==> src/trms_pkg.sv <==
`default_nettype none
package trms_pkg;

	localparam int QUEUE_FRAMES = 4;
	localparam int MAX_PAYLOAD  = 32;
	localparam int STATIONS     = 15;
	localparam int SLOT_BYTES   = MAX_PAYLOAD + 4;
	localparam int STORE_BYTES  = QUEUE_FRAMES * SLOT_BYTES;

	localparam int QADDR_W = $clog2(STORE_BYTES);
	localparam int RADDR_W = $clog2(SLOT_BYTES);
	localparam int QIDX_W  = (QUEUE_FRAMES > 1) ? $clog2(QUEUE_FRAMES) : 1;
	localparam int FILL_W  = $clog2(QUEUE_FRAMES + 1);
	localparam int SIDX_W  = $clog2(STATIONS);
	localparam int TOKK_W  = $clog2(STATIONS + 1);
	localparam int POS_W   = 6;
	localparam int LEN_W   = 6;
	localparam logic [POS_W-1:0] POS_MAX = '1;

	localparam logic [2:0] FN_NEW_TOKEN = 3'd0;
	localparam logic [2:0] FN_START     = 3'd1;
	localparam logic [2:0] FN_STOP      = 3'd2;
	localparam logic [2:0] FN_DATA_IND  = 3'd3;
	localparam logic [2:0] FN_TOKEN     = 3'd4;
	localparam logic [2:0] FN_RETURNED  = 3'd5;

	localparam logic [1:0] KIND_BYTE   = 2'd0;
	localparam logic [1:0] KIND_CHANGE = 2'd1;
	localparam logic [1:0] KIND_ERROR  = 2'd2;

	localparam logic [1:0] CFG_STATION_ADDRESS = 2'd0;
	localparam logic [1:0] CFG_TOKEN_TAG       = 2'd1;
	localparam logic [1:0] CFG_TIME_SERVICE    = 2'd2;

	localparam logic [7:0] CHAT_BIT  = 8'h02;
	localparam logic [7:0] CHAT_MASK = 8'hFD;
	localparam logic [7:0] ACK_MASK  = 8'hFC;
	localparam logic [1:0] ACK_BITS  = 2'b11;
	localparam logic [3:0] BROADCAST = 4'hF;

	localparam logic [2:0] HDR_LAST = 3'd4;

	typedef enum logic [11:0] {
		ST_IDLE  = 12'b0000_0000_0001,
		ST_HDR   = 12'b0000_0000_0010,
		ST_TOK   = 12'b0000_0000_0100,
		ST_NOTE  = 12'b0000_0000_1000,
		ST_QRD   = 12'b0000_0001_0000,
		ST_QEM   = 12'b0000_0010_0000,
		ST_RRD2  = 12'b0000_0100_0000,
		ST_RRD1  = 12'b0000_1000_0000,
		ST_RSTAT = 12'b0001_0000_0000,
		ST_RDEC  = 12'b0010_0000_0000,
		ST_RRD   = 12'b0100_0000_0000,
		ST_REM   = 12'b1000_0000_0000
	} trms_state_t;

	function automatic logic [QADDR_W-1:0] slot_base(input logic [QIDX_W-1:0] slot);
		slot_base = QADDR_W'(slot) * QADDR_W'(SLOT_BYTES);
	endfunction

endpackage
`default_nettype wire

==> src/token_ring_mac_sender_top.sv <==
`default_nettype none
// channel  handshake                payload
// in       in_valid / in_stall      func, data_byte, dest_address, service_id, last
// out      out_valid / out_stall    out_kind, out_byte, out_last
// cfg      cfg_we                   cfg_index, cfg_data
// one item at a time; in_stall is low only while idle. a closing data item writes
// the header in ST_HDR if a queue slot is free; tokens and notices give one result
// a cycle unless stalled; queued and resent frames go a byte at a time through a
// frame memory read port; a returned frame is decided in ST_RRD2 through ST_RDEC
// reset clears the queue pointers, service list and counters; frame memories need none
// results wait in one output register while out_stall is high
module token_ring_mac_sender_top
	import trms_pkg::*;
(
	input  wire logic       clk,
	input  wire logic       arst_n,
	input  wire logic       in_valid,
	output logic            in_stall,
	input  wire logic [2:0] func,
	input  wire logic [7:0] data_byte,
	input  wire logic [3:0] dest_address,
	input  wire logic [2:0] service_id,
	input  wire logic       last,
	output logic            out_valid,
	input  wire logic       out_stall,
	output logic      [1:0] out_kind,
	output logic      [7:0] out_byte,
	output logic            out_last,
	input  wire logic       cfg_we,
	input  wire logic [1:0] cfg_index,
	input  wire logic [7:0] cfg_data
);

	trms_state_t st_q;

	logic [3:0] sa_q;
	logic [7:0] tag_q;
	logic [2:0] tsb_q;

	logic [7:0]        ss_q [STATIONS];
	logic [LEN_W-1:0]  len_q [QUEUE_FRAMES];
	logic              chat_q, chg_q, pend_q, fresh_q;
	logic [1:0]        rc_q;
	logic [QIDX_W-1:0] head_q, tail_q;
	logic [FILL_W-1:0] fill_q;
	logic [POS_W-1:0]  pos_q, cnt_q;
	logic [7:0]        sum_q, dl_q;
	logic [3:0]        dest_q, daddr_q;
	logic [2:0]        sid_q, wstep_q;
	logic [TOKK_W-1:0] k_q;
	logic [1:0]        note_q;

	logic              out_valid_q, out_last_q;
	logic [1:0]        out_kind_q;
	logic [7:0]        out_byte_q;

	logic acc, free;
	assign acc  = in_valid && (st_q == ST_IDLE);
	assign free = !out_valid_q || !out_stall;

	// service list read port
	logic [SIDX_W-1:0] ss_idx, tok_i;
	logic [7:0]        ss_rd;
	assign tok_i = SIDX_W'(k_q - 1'b1);
	always_comb begin
		if (st_q == ST_TOK) begin
			ss_idx = tok_i;
		end else if (func == FN_START || func == FN_STOP) begin
			ss_idx = SIDX_W'(sa_q);
		end else begin
			ss_idx = SIDX_W'(pos_q - 1'b1);
		end
		ss_rd = (32'(ss_idx) < STATIONS) ? ss_q[ss_idx] : 8'h00;
	end

	logic sa_in;
	assign sa_in = 32'(sa_q) < STATIONS;

	// payload step
	logic             pay_take, qfree;
	logic [POS_W-1:0] pos_inc, pos_sat;
	logic [7:0]       sum_n;
	assign qfree    = 32'(fill_q) < QUEUE_FRAMES;
	assign pay_take = !pend_q && data_byte != 8'h00 && 32'(pos_q) < MAX_PAYLOAD - 1;
	assign pos_inc  = pos_q + 1'b1;
	assign pos_sat  = (pos_q != POS_MAX) ? pos_inc : pos_q;
	assign sum_n    = sum_q + data_byte;

	logic list_hit, chg_n;
	assign list_hit = pos_q != '0 && 32'(pos_q) <= STATIONS && ss_rd != data_byte;
	assign chg_n    = chg_q || list_hit;

	// header and trailer bytes; a count pushed up by other kinds is capped
	logic [POS_W-1:0] pos_hdr;
	logic [7:0] c1, c2, hlen, hsum;
	assign pos_hdr = (32'(pos_q) > MAX_PAYLOAD - 1) ? POS_W'(MAX_PAYLOAD - 1) : pos_q;
	assign c1   = {1'b0, sa_q, sid_q};
	assign c2   = {1'b0, dest_q, sid_q};
	assign hlen = 8'(pos_hdr) + 8'd1;
	assign hsum = sum_q + c1 + c2 + hlen;

	// frame queue memory
	logic               q_we;
	logic [QADDR_W-1:0] q_waddr, q_raddr, tail_base;
	logic [7:0]         q_wdata, q_rdata;
	assign tail_base = slot_base(tail_q);
	assign q_raddr   = slot_base(head_q) + QADDR_W'(cnt_q);

	always_comb begin
		q_we    = 1'b0;
		q_waddr = tail_base + QADDR_W'(3) + QADDR_W'(pos_q);
		q_wdata = data_byte;
		if (st_q == ST_HDR) begin
			q_we = 1'b1;
			unique case (wstep_q)
				3'd0: begin
					q_waddr = tail_base;
					q_wdata = c1;
				end
				3'd1: begin
					q_waddr = tail_base + QADDR_W'(1);
					q_wdata = c2;
				end
				3'd2: begin
					q_waddr = tail_base + QADDR_W'(2);
					q_wdata = hlen;
				end
				3'd3: begin
					q_waddr = tail_base + QADDR_W'(3) + QADDR_W'(pos_hdr);
					q_wdata = 8'h00;
				end
				default: begin
					q_waddr = tail_base + QADDR_W'(4) + QADDR_W'(pos_hdr);
					q_wdata = {hsum[5:0], 2'b00};
				end
			endcase
		end else if (acc && func == FN_DATA_IND && pay_take && qfree) begin
			q_we = 1'b1;
		end
	end

	trms_ram #(.DEPTH(STORE_BYTES), .WIDTH(8)) u_qmem (
		.clk   (clk),
		.we    (q_we),
		.waddr (q_waddr),
		.wdata (q_wdata),
		.raddr (q_raddr),
		.rdata (q_rdata)
	);

	// returned frame memory
	logic               r_we;
	logic [RADDR_W-1:0] r_waddr, r_raddr, stat_addr;
	logic [7:0]         r_wdata, r_rdata, status;
	logic               fits, resend;
	assign stat_addr = RADDR_W'(dl_q + 8'd3);
	assign fits      = 32'(dl_q) <= MAX_PAYLOAD;
	assign status    = fits ? r_rdata : 8'h03;
	assign resend    = fits && status[1:0] != ACK_BITS && rc_q < 2'd2 && daddr_q != BROADCAST;

	always_comb begin
		priority case (1'b1)
			st_q == ST_RRD2:  r_raddr = RADDR_W'(2);
			st_q == ST_RRD1:  r_raddr = RADDR_W'(1);
			st_q == ST_RSTAT: r_raddr = stat_addr;
			default:          r_raddr = RADDR_W'(cnt_q);
		endcase
		if (st_q == ST_RDEC) begin
			r_we    = resend;
			r_waddr = stat_addr;
			r_wdata = status & ACK_MASK;
		end else begin
			r_we    = acc && func == FN_RETURNED && 32'(pos_q) < SLOT_BYTES;
			r_waddr = RADDR_W'(pos_q);
			r_wdata = data_byte;
		end
	end

	trms_ram #(.DEPTH(SLOT_BYTES), .WIDTH(8)) u_rmem (
		.clk   (clk),
		.we    (r_we),
		.waddr (r_waddr),
		.wdata (r_wdata),
		.raddr (r_raddr),
		.rdata (r_rdata)
	);

	// token byte
	logic [7:0] own, tok_byte;
	always_comb begin
		own = 8'(1) << tsb_q;
		if (fresh_q || chat_q) begin
			own = own | CHAT_BIT;
		end
		if (k_q == '0) begin
			tok_byte = tag_q;
		end else if (4'(tok_i) == sa_q) begin
			tok_byte = own;
		end else begin
			tok_byte = fresh_q ? 8'h00 : ss_rd;
		end
	end

	// result load
	logic       ld, ld_last;
	logic [1:0] ld_kind;
	logic [7:0] ld_byte;
	logic [LEN_W-1:0] qlen;
	assign qlen = len_q[head_q];
	always_comb begin
		ld      = 1'b0;
		ld_kind = KIND_BYTE;
		ld_byte = 8'h00;
		ld_last = 1'b0;
		priority case (1'b1)
			st_q == ST_TOK: begin
				ld      = free;
				ld_byte = tok_byte;
				ld_last = 32'(k_q) == STATIONS;
			end
			st_q == ST_NOTE: begin
				ld      = free;
				ld_kind = note_q;
			end
			st_q == ST_QEM: begin
				ld      = free;
				ld_byte = q_rdata;
				ld_last = cnt_q == qlen - 1'b1;
			end
			st_q == ST_REM: begin
				ld      = free;
				ld_byte = r_rdata;
				ld_last = cnt_q == POS_W'(stat_addr);
			end
			default: begin
				ld = 1'b0;
			end
		endcase
	end

	always_ff @(posedge clk or negedge arst_n) begin
		if (!arst_n) begin
			out_valid_q <= 1'b0;
		end else if (ld) begin
			out_valid_q <= 1'b1;
		end else if (!out_stall) begin
			out_valid_q <= 1'b0;
		end
	end

	always_ff @(posedge clk) begin
		if (ld) begin
			out_kind_q <= ld_kind;
			out_byte_q <= ld_byte;
			out_last_q <= ld_last;
		end
	end

	// frame lengths per slot
	always_ff @(posedge clk) begin
		if (st_q == ST_HDR && wstep_q == HDR_LAST) begin
			len_q[tail_q] <= LEN_W'(pos_hdr) + LEN_W'(5);
		end
	end

	always_ff @(posedge clk or negedge arst_n) begin
		if (!arst_n) begin
			sa_q  <= 4'd1;
			tag_q <= 8'hFF;
			tsb_q <= 3'd3;
		end else if (cfg_we) begin
			unique case (cfg_index)
				CFG_STATION_ADDRESS: sa_q  <= cfg_data[3:0];
				CFG_TOKEN_TAG:       tag_q <= cfg_data;
				CFG_TIME_SERVICE:    tsb_q <= cfg_data[2:0];
				default:             sa_q  <= sa_q;
			endcase
		end
	end

	always_ff @(posedge clk or negedge arst_n) begin
		if (!arst_n) begin
			st_q    <= ST_IDLE;
			for (int i = 0; i < STATIONS; i++) begin
				ss_q[i] <= 8'h00;
			end
			chat_q  <= 1'b0;
			chg_q   <= 1'b0;
			pend_q  <= 1'b0;
			fresh_q <= 1'b0;
			rc_q    <= 2'd0;
			head_q  <= '0;
			tail_q  <= '0;
			fill_q  <= '0;
			pos_q   <= '0;
			cnt_q   <= '0;
			sum_q   <= 8'h00;
			dl_q    <= 8'h00;
			dest_q  <= 4'h0;
			daddr_q <= 4'h0;
			sid_q   <= 3'd0;
			wstep_q <= 3'd0;
			k_q     <= '0;
			note_q  <= KIND_CHANGE;
		end else begin
			unique case (st_q)
				ST_IDLE: begin
					if (acc) begin
						unique case (func)
							FN_NEW_TOKEN: begin
								k_q     <= '0;
								fresh_q <= 1'b1;
								st_q    <= ST_TOK;
							end
							FN_START: begin
								chat_q <= 1'b1;
								if (sa_in) begin
									ss_q[ss_idx] <= ss_rd | CHAT_BIT;
								end
							end
							FN_STOP: begin
								chat_q <= 1'b0;
								if (sa_in) begin
									ss_q[ss_idx] <= ss_rd & CHAT_MASK;
								end
							end
							FN_DATA_IND: begin
								if (pay_take) begin
									pos_q <= pos_inc;
									sum_q <= sum_n;
								end
								if (!pend_q && data_byte == 8'h00) begin
									pend_q <= 1'b1;
								end
								if (last && qfree) begin
									dest_q  <= dest_address;
									sid_q   <= service_id;
									wstep_q <= 3'd0;
									st_q    <= ST_HDR;
								end
							end
							FN_TOKEN: begin
								if (list_hit) begin
									ss_q[ss_idx] <= data_byte;
								end
								pos_q <= pos_sat;
								chg_q <= chg_n;
								if (last) begin
									chg_q <= 1'b0;
									if (chg_n) begin
										note_q <= KIND_CHANGE;
										st_q   <= ST_NOTE;
									end else begin
										cnt_q   <= '0;
										k_q     <= '0;
										fresh_q <= 1'b0;
										st_q    <= (fill_q != '0) ? ST_QRD : ST_TOK;
									end
								end
							end
							FN_RETURNED: begin
								pos_q <= pos_sat;
								if (last) begin
									st_q <= ST_RRD2;
								end
							end
							default: begin
								pos_q <= pos_q;
							end
						endcase
						// end of event, except for a data frame still being closed
						if (last && !(func == FN_DATA_IND && qfree)) begin
							pos_q  <= '0;
							sum_q  <= 8'h00;
							pend_q <= 1'b0;
						end
					end
				end
				ST_HDR: begin
					wstep_q <= wstep_q + 3'd1;
					if (wstep_q == HDR_LAST) begin
						tail_q <= (32'(tail_q) == QUEUE_FRAMES - 1) ? '0 : tail_q + 1'b1;
						fill_q <= fill_q + 1'b1;
						pos_q  <= '0;
						sum_q  <= 8'h00;
						pend_q <= 1'b0;
						st_q   <= ST_IDLE;
					end
				end
				ST_TOK: begin
					if (free) begin
						k_q <= k_q + 1'b1;
						if (32'(k_q) == STATIONS) begin
							st_q <= ST_IDLE;
						end
					end
				end
				ST_NOTE: begin
					if (free) begin
						cnt_q   <= '0;
						k_q     <= '0;
						fresh_q <= 1'b0;
						st_q    <= (fill_q != '0) ? ST_QRD : ST_TOK;
					end
				end
				ST_QRD: begin
					st_q <= ST_QEM;
				end
				ST_QEM: begin
					if (free) begin
						if (ld_last) begin
							head_q <= (32'(head_q) == QUEUE_FRAMES - 1) ? '0 : head_q + 1'b1;
							fill_q <= fill_q - 1'b1;
							st_q   <= ST_IDLE;
						end else begin
							cnt_q <= cnt_q + 1'b1;
							st_q  <= ST_QRD;
						end
					end
				end
				ST_RRD2: begin
					st_q <= ST_RRD1;
				end
				ST_RRD1: begin
					dl_q <= r_rdata;
					st_q <= ST_RSTAT;
				end
				ST_RSTAT: begin
					daddr_q <= r_rdata[6:3];
					st_q    <= ST_RDEC;
				end
				ST_RDEC: begin
					if (resend) begin
						rc_q  <= rc_q + 2'd1;
						cnt_q <= '0;
						st_q  <= ST_RRD;
					end else begin
						rc_q <= 2'd0;
						if (rc_q == 2'd2) begin
							note_q <= KIND_ERROR;
							st_q   <= ST_NOTE;
						end else begin
							cnt_q   <= '0;
							k_q     <= '0;
							fresh_q <= 1'b0;
							st_q    <= (fill_q != '0) ? ST_QRD : ST_TOK;
						end
					end
				end
				ST_RRD: begin
					st_q <= ST_REM;
				end
				ST_REM: begin
					if (free) begin
						if (ld_last) begin
							st_q <= ST_IDLE;
						end else begin
							cnt_q <= cnt_q + 1'b1;
							st_q  <= ST_RRD;
						end
					end
				end
				default: begin
					st_q <= ST_IDLE;
				end
			endcase
		end
	end

	assign in_stall  = st_q != ST_IDLE;
	assign out_valid = out_valid_q;
	assign out_kind  = out_kind_q;
	assign out_byte  = out_byte_q;
	assign out_last  = out_last_q;

endmodule
`default_nettype wire

==> src/trms_ram.sv <==
`default_nettype none
module trms_ram #(
	parameter int DEPTH  = 36,
	parameter int WIDTH  = 8,
	parameter int ADDR_W = $clog2(DEPTH)
) (
	input  wire logic              clk,
	input  wire logic              we,
	input  wire logic [ADDR_W-1:0] waddr,
	input  wire logic [WIDTH-1:0]  wdata,
	input  wire logic [ADDR_W-1:0] raddr,
	output logic      [WIDTH-1:0]  rdata
);

	logic [WIDTH-1:0] mem [DEPTH];

	always_ff @(posedge clk) begin
		if (we) begin
			mem[waddr] <= wdata;
		end
		rdata <= mem[raddr];
	end

endmodule
`default_nettype wire

==> config.mk <==
export PLATFORM = sky130hd
export DESIGN_NAME = token_ring_mac_sender_top
export DESIGN_NICKNAME = d
export VERILOG_FILES = /design/src/trms_pkg.sv /design/src/token_ring_mac_sender_top.sv /design/src/trms_ram.sv
export SDC_FILE = /design/constraint.sdc
export NUM_CORES = 2
export LEC_CHECK = 0
export ABC_CLOCK_PERIOD_IN_PS = 11840
export BUFFER_PORTS_ARGS = -buffer_cell sky130_fd_sc_hd__clkbuf_2
export CAP_MARGIN = 10
export CORE_UTILIZATION = 30
export DETAILED_ROUTE_END_ITERATION = 7
export PLACE_DENSITY = 0.42
export REMOVE_ABC_BUFFERS = 1
export SLEW_MARGIN = 20
export SYNTH_ARGS = -nofsm -noshare
export SYNTH_HDL_FRONTEND = slang
export SYNTH_SLANG_ARGS = --single-unit
==> constraint.sdc <==
create_clock -name clk -period 11.84 [get_ports clk]
set_input_delay 2.368 -clock clk [delete_from_list [all_inputs] [get_ports clk]]
set_output_delay 2.368 -clock clk [all_outputs]
set_load 0.005 [all_outputs]
Word-level counts from Yosys, hierarchy flattened. Memory sizes are Yosys's and may differ from the RTL's. A register that Yosys moved wholly into a read port is not among the register bits. Index checks and enable logic that the tools add are counted.

Bits in latches: 0. Memory bits (writable): 1464. Bits of input ports: 34. Memories kept: 3. Bits in registers: 220. Bits in read-only memories: 0. Word-level logic and storage cells: 360. Output and inout bits: 13.

$add $sub $neg: 27. Bitwise operators: 2. Equal/unequal tests: 71. $mul: 2. Magnitude comparators: 11. Shift operators: 1. Mux-type cells: 137. Reductions and logical operators: 65. Divide/modulo/power cells: 0.

Memories: u_qmem.mem (depth 144, width 8, read ports 1, clocked after memory_dff 1, write ports 1, line trms_ram.sv:15) `logic [WIDTH-1:0] mem [DEPTH];`; u_rmem.mem (depth 36, width 8, read ports 1, clocked after memory_dff 1, write ports 1, line trms_ram.sv:15); len_q (depth 4, width 6, read ports 1, clocked after memory_dff 0, write ports 1, line token_ring_mac_sender_top.sv:41) `logic [LEN_W-1:0] len_q [QUEUE_FRAMES];`.

Operators with widths (number): $bwmux W120 (3); $mux W120 (3); $pmux W120 S3 (1); $mux W8 (20); $pmux W12 S12 (1); $mux W12 (10); $mux W6 (19); $pmux W8 S4 (2); $pmux W12 S4 (1); $mux W4 (9); $add A8 B6 Y8 (4); $bmux W8 S4 (1); $demux W8 S4 (1); $ne A2 B2 Y1 const B (16); $mux W1 (31); $pmux W6 S2 (2); $pmux W6 S4 (1); $mux W11 (2); $mux W2 (10); $mux W5 (4); $logic_and A1 B1 Y1 (19); $add A6 B6 Y6 (3); $mux W3 (6); $reduce_and A9 Y1 (2); 86 further kinds (145).

Longest topological paths before layout.
Word-level depth: 17. Gate-level depth with buffers: 18. Mapped depth without buffers: 17.

Hierarchy. From an unflattened synthesis, not the netlist that was laid out.

Cells, all modules: 4210. Area, all modules: 72016.6 µm².

By module, submodules not included: trms_ram at u_qmem (cells each 2134, area each 45531.2 µm², sequential area each 34753.3 µm², instances 1); token_ring_mac_sender_top (cells each 1446, area each 14772.9 µm², sequential area each 6247.2 µm², instances 1); trms_ram at u_rmem (cells each 630, area each 11712.5 µm², sequential area each 8808.4 µm², instances 1).

Least setup slack after synthesis. No wires, ideal clock.

Path type: reg-to-reg. Start point: register pos_q[0]. End point: memory u_qmem.mem[0][7] (data pin). Arrival time: 9.704 ns. Data required time: 10.491 ns. Setup slack: 0.787 ns. Path buffers: 1. Cell stages (with the launch flop): 19. Setup time: 1.349 ns. Period minus slack after synthesis: 11.053 ns. Cells stage by stage: dfrtp_1 clkbuf_1 inv_1 nand2_1 ha_1 xnor2_1 inv_1 fa_1 inv_1 fa_1 fa_1 ha_1 inv_1 fa_1 xnor2_1 xnor2_1 xnor2_1 xnor2_1 o31ai_1.

Word-level cells in the longest chain between the ends: 6.

Ends and longest elaborated chain: from (decl) (line token_ring_mac_sender_top.sv:46) `logic [POS_W-1:0] pos_q, cnt_q;`; from (signal assigned) (line token_ring_mac_sender_top.sv:329) `pos_q <= pos_inc;`; from (signal assigned) (line token_ring_mac_sender_top.sv:346) `pos_q <= pos_sat;`; from (signal assigned) (line token_ring_mac_sender_top.sv:362) `pos_q <= pos_sat;`; $gt A6 B5 Y1 (line token_ring_mac_sender_top.sv:96) `assign pos_hdr = (32'(pos_q) > MAX_PAYLOAD - 1) ? POS_W'(MAX_PAYLOAD - 1) : pos_q;`; $mux W6 * (line token_ring_mac_sender_top.sv:96); $add A6 B1 Y7 * (line token_ring_mac_sender_top.sv:99) `assign hlen = 8'(pos_hdr) + 8'd1;`; $add A6 B6 Y6 * (line token_ring_mac_sender_top.sv:100) `assign hsum = sum_q + c1 + c2 + hlen;`; $pmux W8 S4 * (line token_ring_mac_sender_top.sv:115) `unique case (wstep_q)`; $mux W8 * (line token_ring_mac_sender_top.sv:113) `if (st_q == ST_HDR) begin`; named net q_wdata[7] (line token_ring_mac_sender_top.sv:105) `logic [7:0] q_wdata, q_rdata;`; to (decl) (line trms_ram.sv:15).

The timed path passes the listed nets; every way through them passes the cells marked *.

Final worst setup path.
Start point: register pos_q[0]. End point: memory u_qmem.mem[36][7] (data pin).

The elaborated chain is that of the path after synthesis.

==> impl_results.md <==
- Most frequent cells in the layout: edfxtp_1, mux4_2, nor2_1, nand2_1, clkbuf_16
- Initial antenna violation count: 8
- Number of global-route vias before repair: ~39000
- Worst IR Drop VDD: 156 uV
- Largest family of logic cells by synthesized area: multiplexers
- Syn Inst Count: 4092
- Netlist Area Pre-Place: 0.0708 mm^2
- Die area: 0.238 mm^2
- Final setup fails: 0
- Synth unique cells: 88
- Primary FF master, synth: edfxtp_1
- Number of synthesized flops with an enable pin: about 1500
- Max Buffers Root-to-Sink: 3
- Setup bufs post-CTS: 0
- Async SR Flop Fraction: 0.122
- Crit-path max FO: 75
- Layout Nets: 4249
- CTS Hold Bufs: 0
- Design Power: about 15 mW
- H-tree depth: 4
- Post-route ant nets: 0
- Seq/Total Area, Yosys: 0.704
- Clock latency on the worst-skew pair: 0.84 ns
- Startpoint types: flop
- First-pass DRT Iterations: 5
- Internal reg-to-reg setup slack: 5.24 ns
- MaxCap Viol Count: 0
- 1st-iter DRT viols: 3322
- CP arrival: 7.10 ns
- Minimum clock period: 6.60 ns
- PD cells: 187 mW/mm^2
- Placed Instance Area: about 0.075 mm^2
- Critical R2R Launch: pos_q[0]
- Chip width: 488 um
- Final Hold Violating Endpoints: 0
- # clock sinks: 1698
- Largest net degree at the start of global routing: around 150
- Slew headroom: 0.252
- Multiplexer share of the synthesized area: 0.147
- Hold Path Origin: daddr_q[1]
- Worst slew pin tran: roughly 1.1 ns
- Pleak: 25.8 nW
- Total grt overflow: 0
- RSZ-0062 raised after global routing: no
- Core area: roughly 0.23 mm^2
- Crit end category: flop
- Fillers: 22200
- # rows: 177
- Final non-filler cell area: 0.0809 mm^2
- Hold depth: 2
- Fmax: 151 MHz
- Routed length per instance: 26.4 um
- TritonCTS clock tree: built
- Synth Warn #: 0
- Total negative setup slack: 0 ns
- Vert. Die Dim: 488 um
- Skew final: 0.0445 ns
- CTS resizes: 0
- Post-Synth Simple-Gate Area: 0.0515
- Layout cells sized above 1: 0.228
- Synth Area in Adders: 0.0115
- Count of input and output buffers: 46
- DR vias/cell: 5.06
- First-pass GRT wire length: 289 mm
- Via count: 37700
- DRC: 0
- Type of the worst min-delay path: reg2reg
- Avg Cell Area, Syn: 17.3 um^2
- Num ports: 47
- Post-detail-place hpwl: between 100 and 150 mm
- Status: complete, no violations
- Tcrit/Tclk final: 0.558
- Worst hold endpoint: daddr_q[1]
- Reg2reg end: u_qmem.mem[36][7]
- WL final: 197 mm
- Final core utilization: 0.347
- Synth Area in XOR/XNOR: 0.00852
- Worst-case reg-to-reg path depth: 19
- Clock-pin transition on the worst setup and hold timing paths: 0.06 ns
- Area Growth Syn to Fin: 14.4%
- Starting Density: 0.303
- RePlAce Congestion: 0.823
- CTS root buffer: clkbuf_16
- Compound-gate portion of the synthesized area: 0.0596
- Final Max Tran Viols: 0
- #FFs+latches synth: approximately 1700
- Gr usage total: 0.166
- CP Class: reg2reg
- Commonest non-fill, non-tap cell in the layout: edfxtp_1
- Required @ worst endpoint: around 12 ns
- CTS buffer count: 191
[power breakdown]
part           total, mW  switching (mW)  internal [mW]
combinational       2.27            1.54          0.722
sequential          7.06           0.238           6.82
clock               5.81            2.49           3.32
total               15.1            4.27           10.9
[flip-flops by register name, indices dropped and copies added (netlist names), 3 cells and up]
| register | count |
|---|---|
| len_q | 24 |
| u_qmem.rdata | 8 |
| u_qmem.mem | 1152 |
| pos_q | 6 |
| daddr_q | 4 |
| dest_q | 4 |
| u_rmem.rdata | 8 |
| sa_q | 4 |
| tsb_q | 3 |
| sum_q | 6 |
| sid_q | 3 |
| wstep_q | 3 |
| ss_q | 120 |
| k_q | 4 |
| out_byte | 8 |
| dl_q | 8 |
| cnt_q | 6 |
| st_q | 12 |
| fill_q | 3 |
| tag_q | 8 |
| u_rmem.mem | 288 |
[worst max-delay path by stage]
stage | slack [ns] | end | startpoint | depth (start not counted)
4_1_cts | 5.21 | u_qmem.mem[39][7] | pos_q[0] | 19
5_1_grt | 4.82 | u_qmem.mem[39][7] | pos_q[0] | 19
3_5_place_dp | 4.83 | ss_q[18] | func[1] | 14
3_3_place_gp | 4.84 | ss_q[20] | func[1] | 14
6_report | 5.24 | u_qmem.mem[36][7] | pos_q[0] | 19
2_1_floorplan | -17.34 | u_rmem.rdata[0] | cnt_q[0] | 8
[Yosys cell counts (31+ instances only)]
library cell,instances,share of area
dfrtp_1,194,0.069
nor3_1,31,0.0022
o22ai_1,44,0.0039
o21ai_0,104,0.0074
mux2_2,160,0.025
inv_1,67,0.0036
and2_1,44,0.0039
nor2b_1,40,0.0035
mux4_2,366,0.12
a31oi_1,39,0.0034
nor2_1,269,0.014
nand3_1,46,0.0033
a211oi_1,94,0.010
clkbuf_1,176,0.0093
ha_1,46,0.0081
o221ai_1,33,0.0041
edfxtp_1,1475,0.63
a21oi_1,94,0.0066
xnor2_1,49,0.0061
nand2_1,261,0.014
buf_1,47,0.0025
o211ai_1,43,0.0046
[area by class of cell]
| cell class | count | area [um^2] | area share |
|---|---|---|---|
| antenna | 2 | 5.00 | 0.0000619 |
| tap | 3132 | 3920 | 0.0484 |
| timing repair buffer | 118 | 860 | 0.0106 |
| inverter | 67 | 251 | 0.00311 |
| clock inverter | 113 | 1080 | 0.0133 |
| sequential | 1698 | 49800 | 0.616 |
| multi-input combinational | 2081 | 19900 | 0.247 |
| clock buffer | 238 | 5030 | 0.0622 |
[layer usage]
metal,GRT usage,part of all wire,routed length (um),up-vias
met5,0,0,0,-
met4,0.0380,0.017,3250,0
met3,0.0281,0.048,9520,214
met2,0.259,0.46,91300,914
met1,0.242,0.47,92900,20100
li1,-,-,-,16500
[worst max-delay path: stages (launching register included)]
cell and delay, ns:
dfrtp_1 0.61, inv_1 0.42, nand2_1 0.18, ha_1 0.28
xnor2_1 0.27, inv_1 0.20, fa_1 0.39, inv_1 0.09
fa_1 0.43, fa_1 0.49, ha_1 0.14, inv_1 0.05
fa_1 0.44, xnor2_1 0.15, xnor2_1 0.14, xnor2_1 0.23
xnor2_1 0.14, o31ai_4 0.17, buf_4 0.60, buf_4 0.73
[cell families after synthesis]
| group | Yosys count |
|---|---|
| DFF | 1698 |
| and+or+nand+nor | 782 |
| AOI/OAI and AO/OA | 609 |
| muxes | 563 |
| buffers and inverters | 313 |
| xor gates and xnor gates | 68 |
| adders and majority gates | 58 |
| other | 1 |
[metrics by stage]
stage                     setup WS, ns  cells  hold WS [ns]
after floorplan                 -17.34   3846         0.436
after global placement            4.84   7095         0.461
after detailed placement          4.83   7095         0.466
after CTS                         5.21   7446         0.480
after global routing              4.82   7449         0.515
final                             5.24   7449         0.477
(Power assumes the default switching activity.)
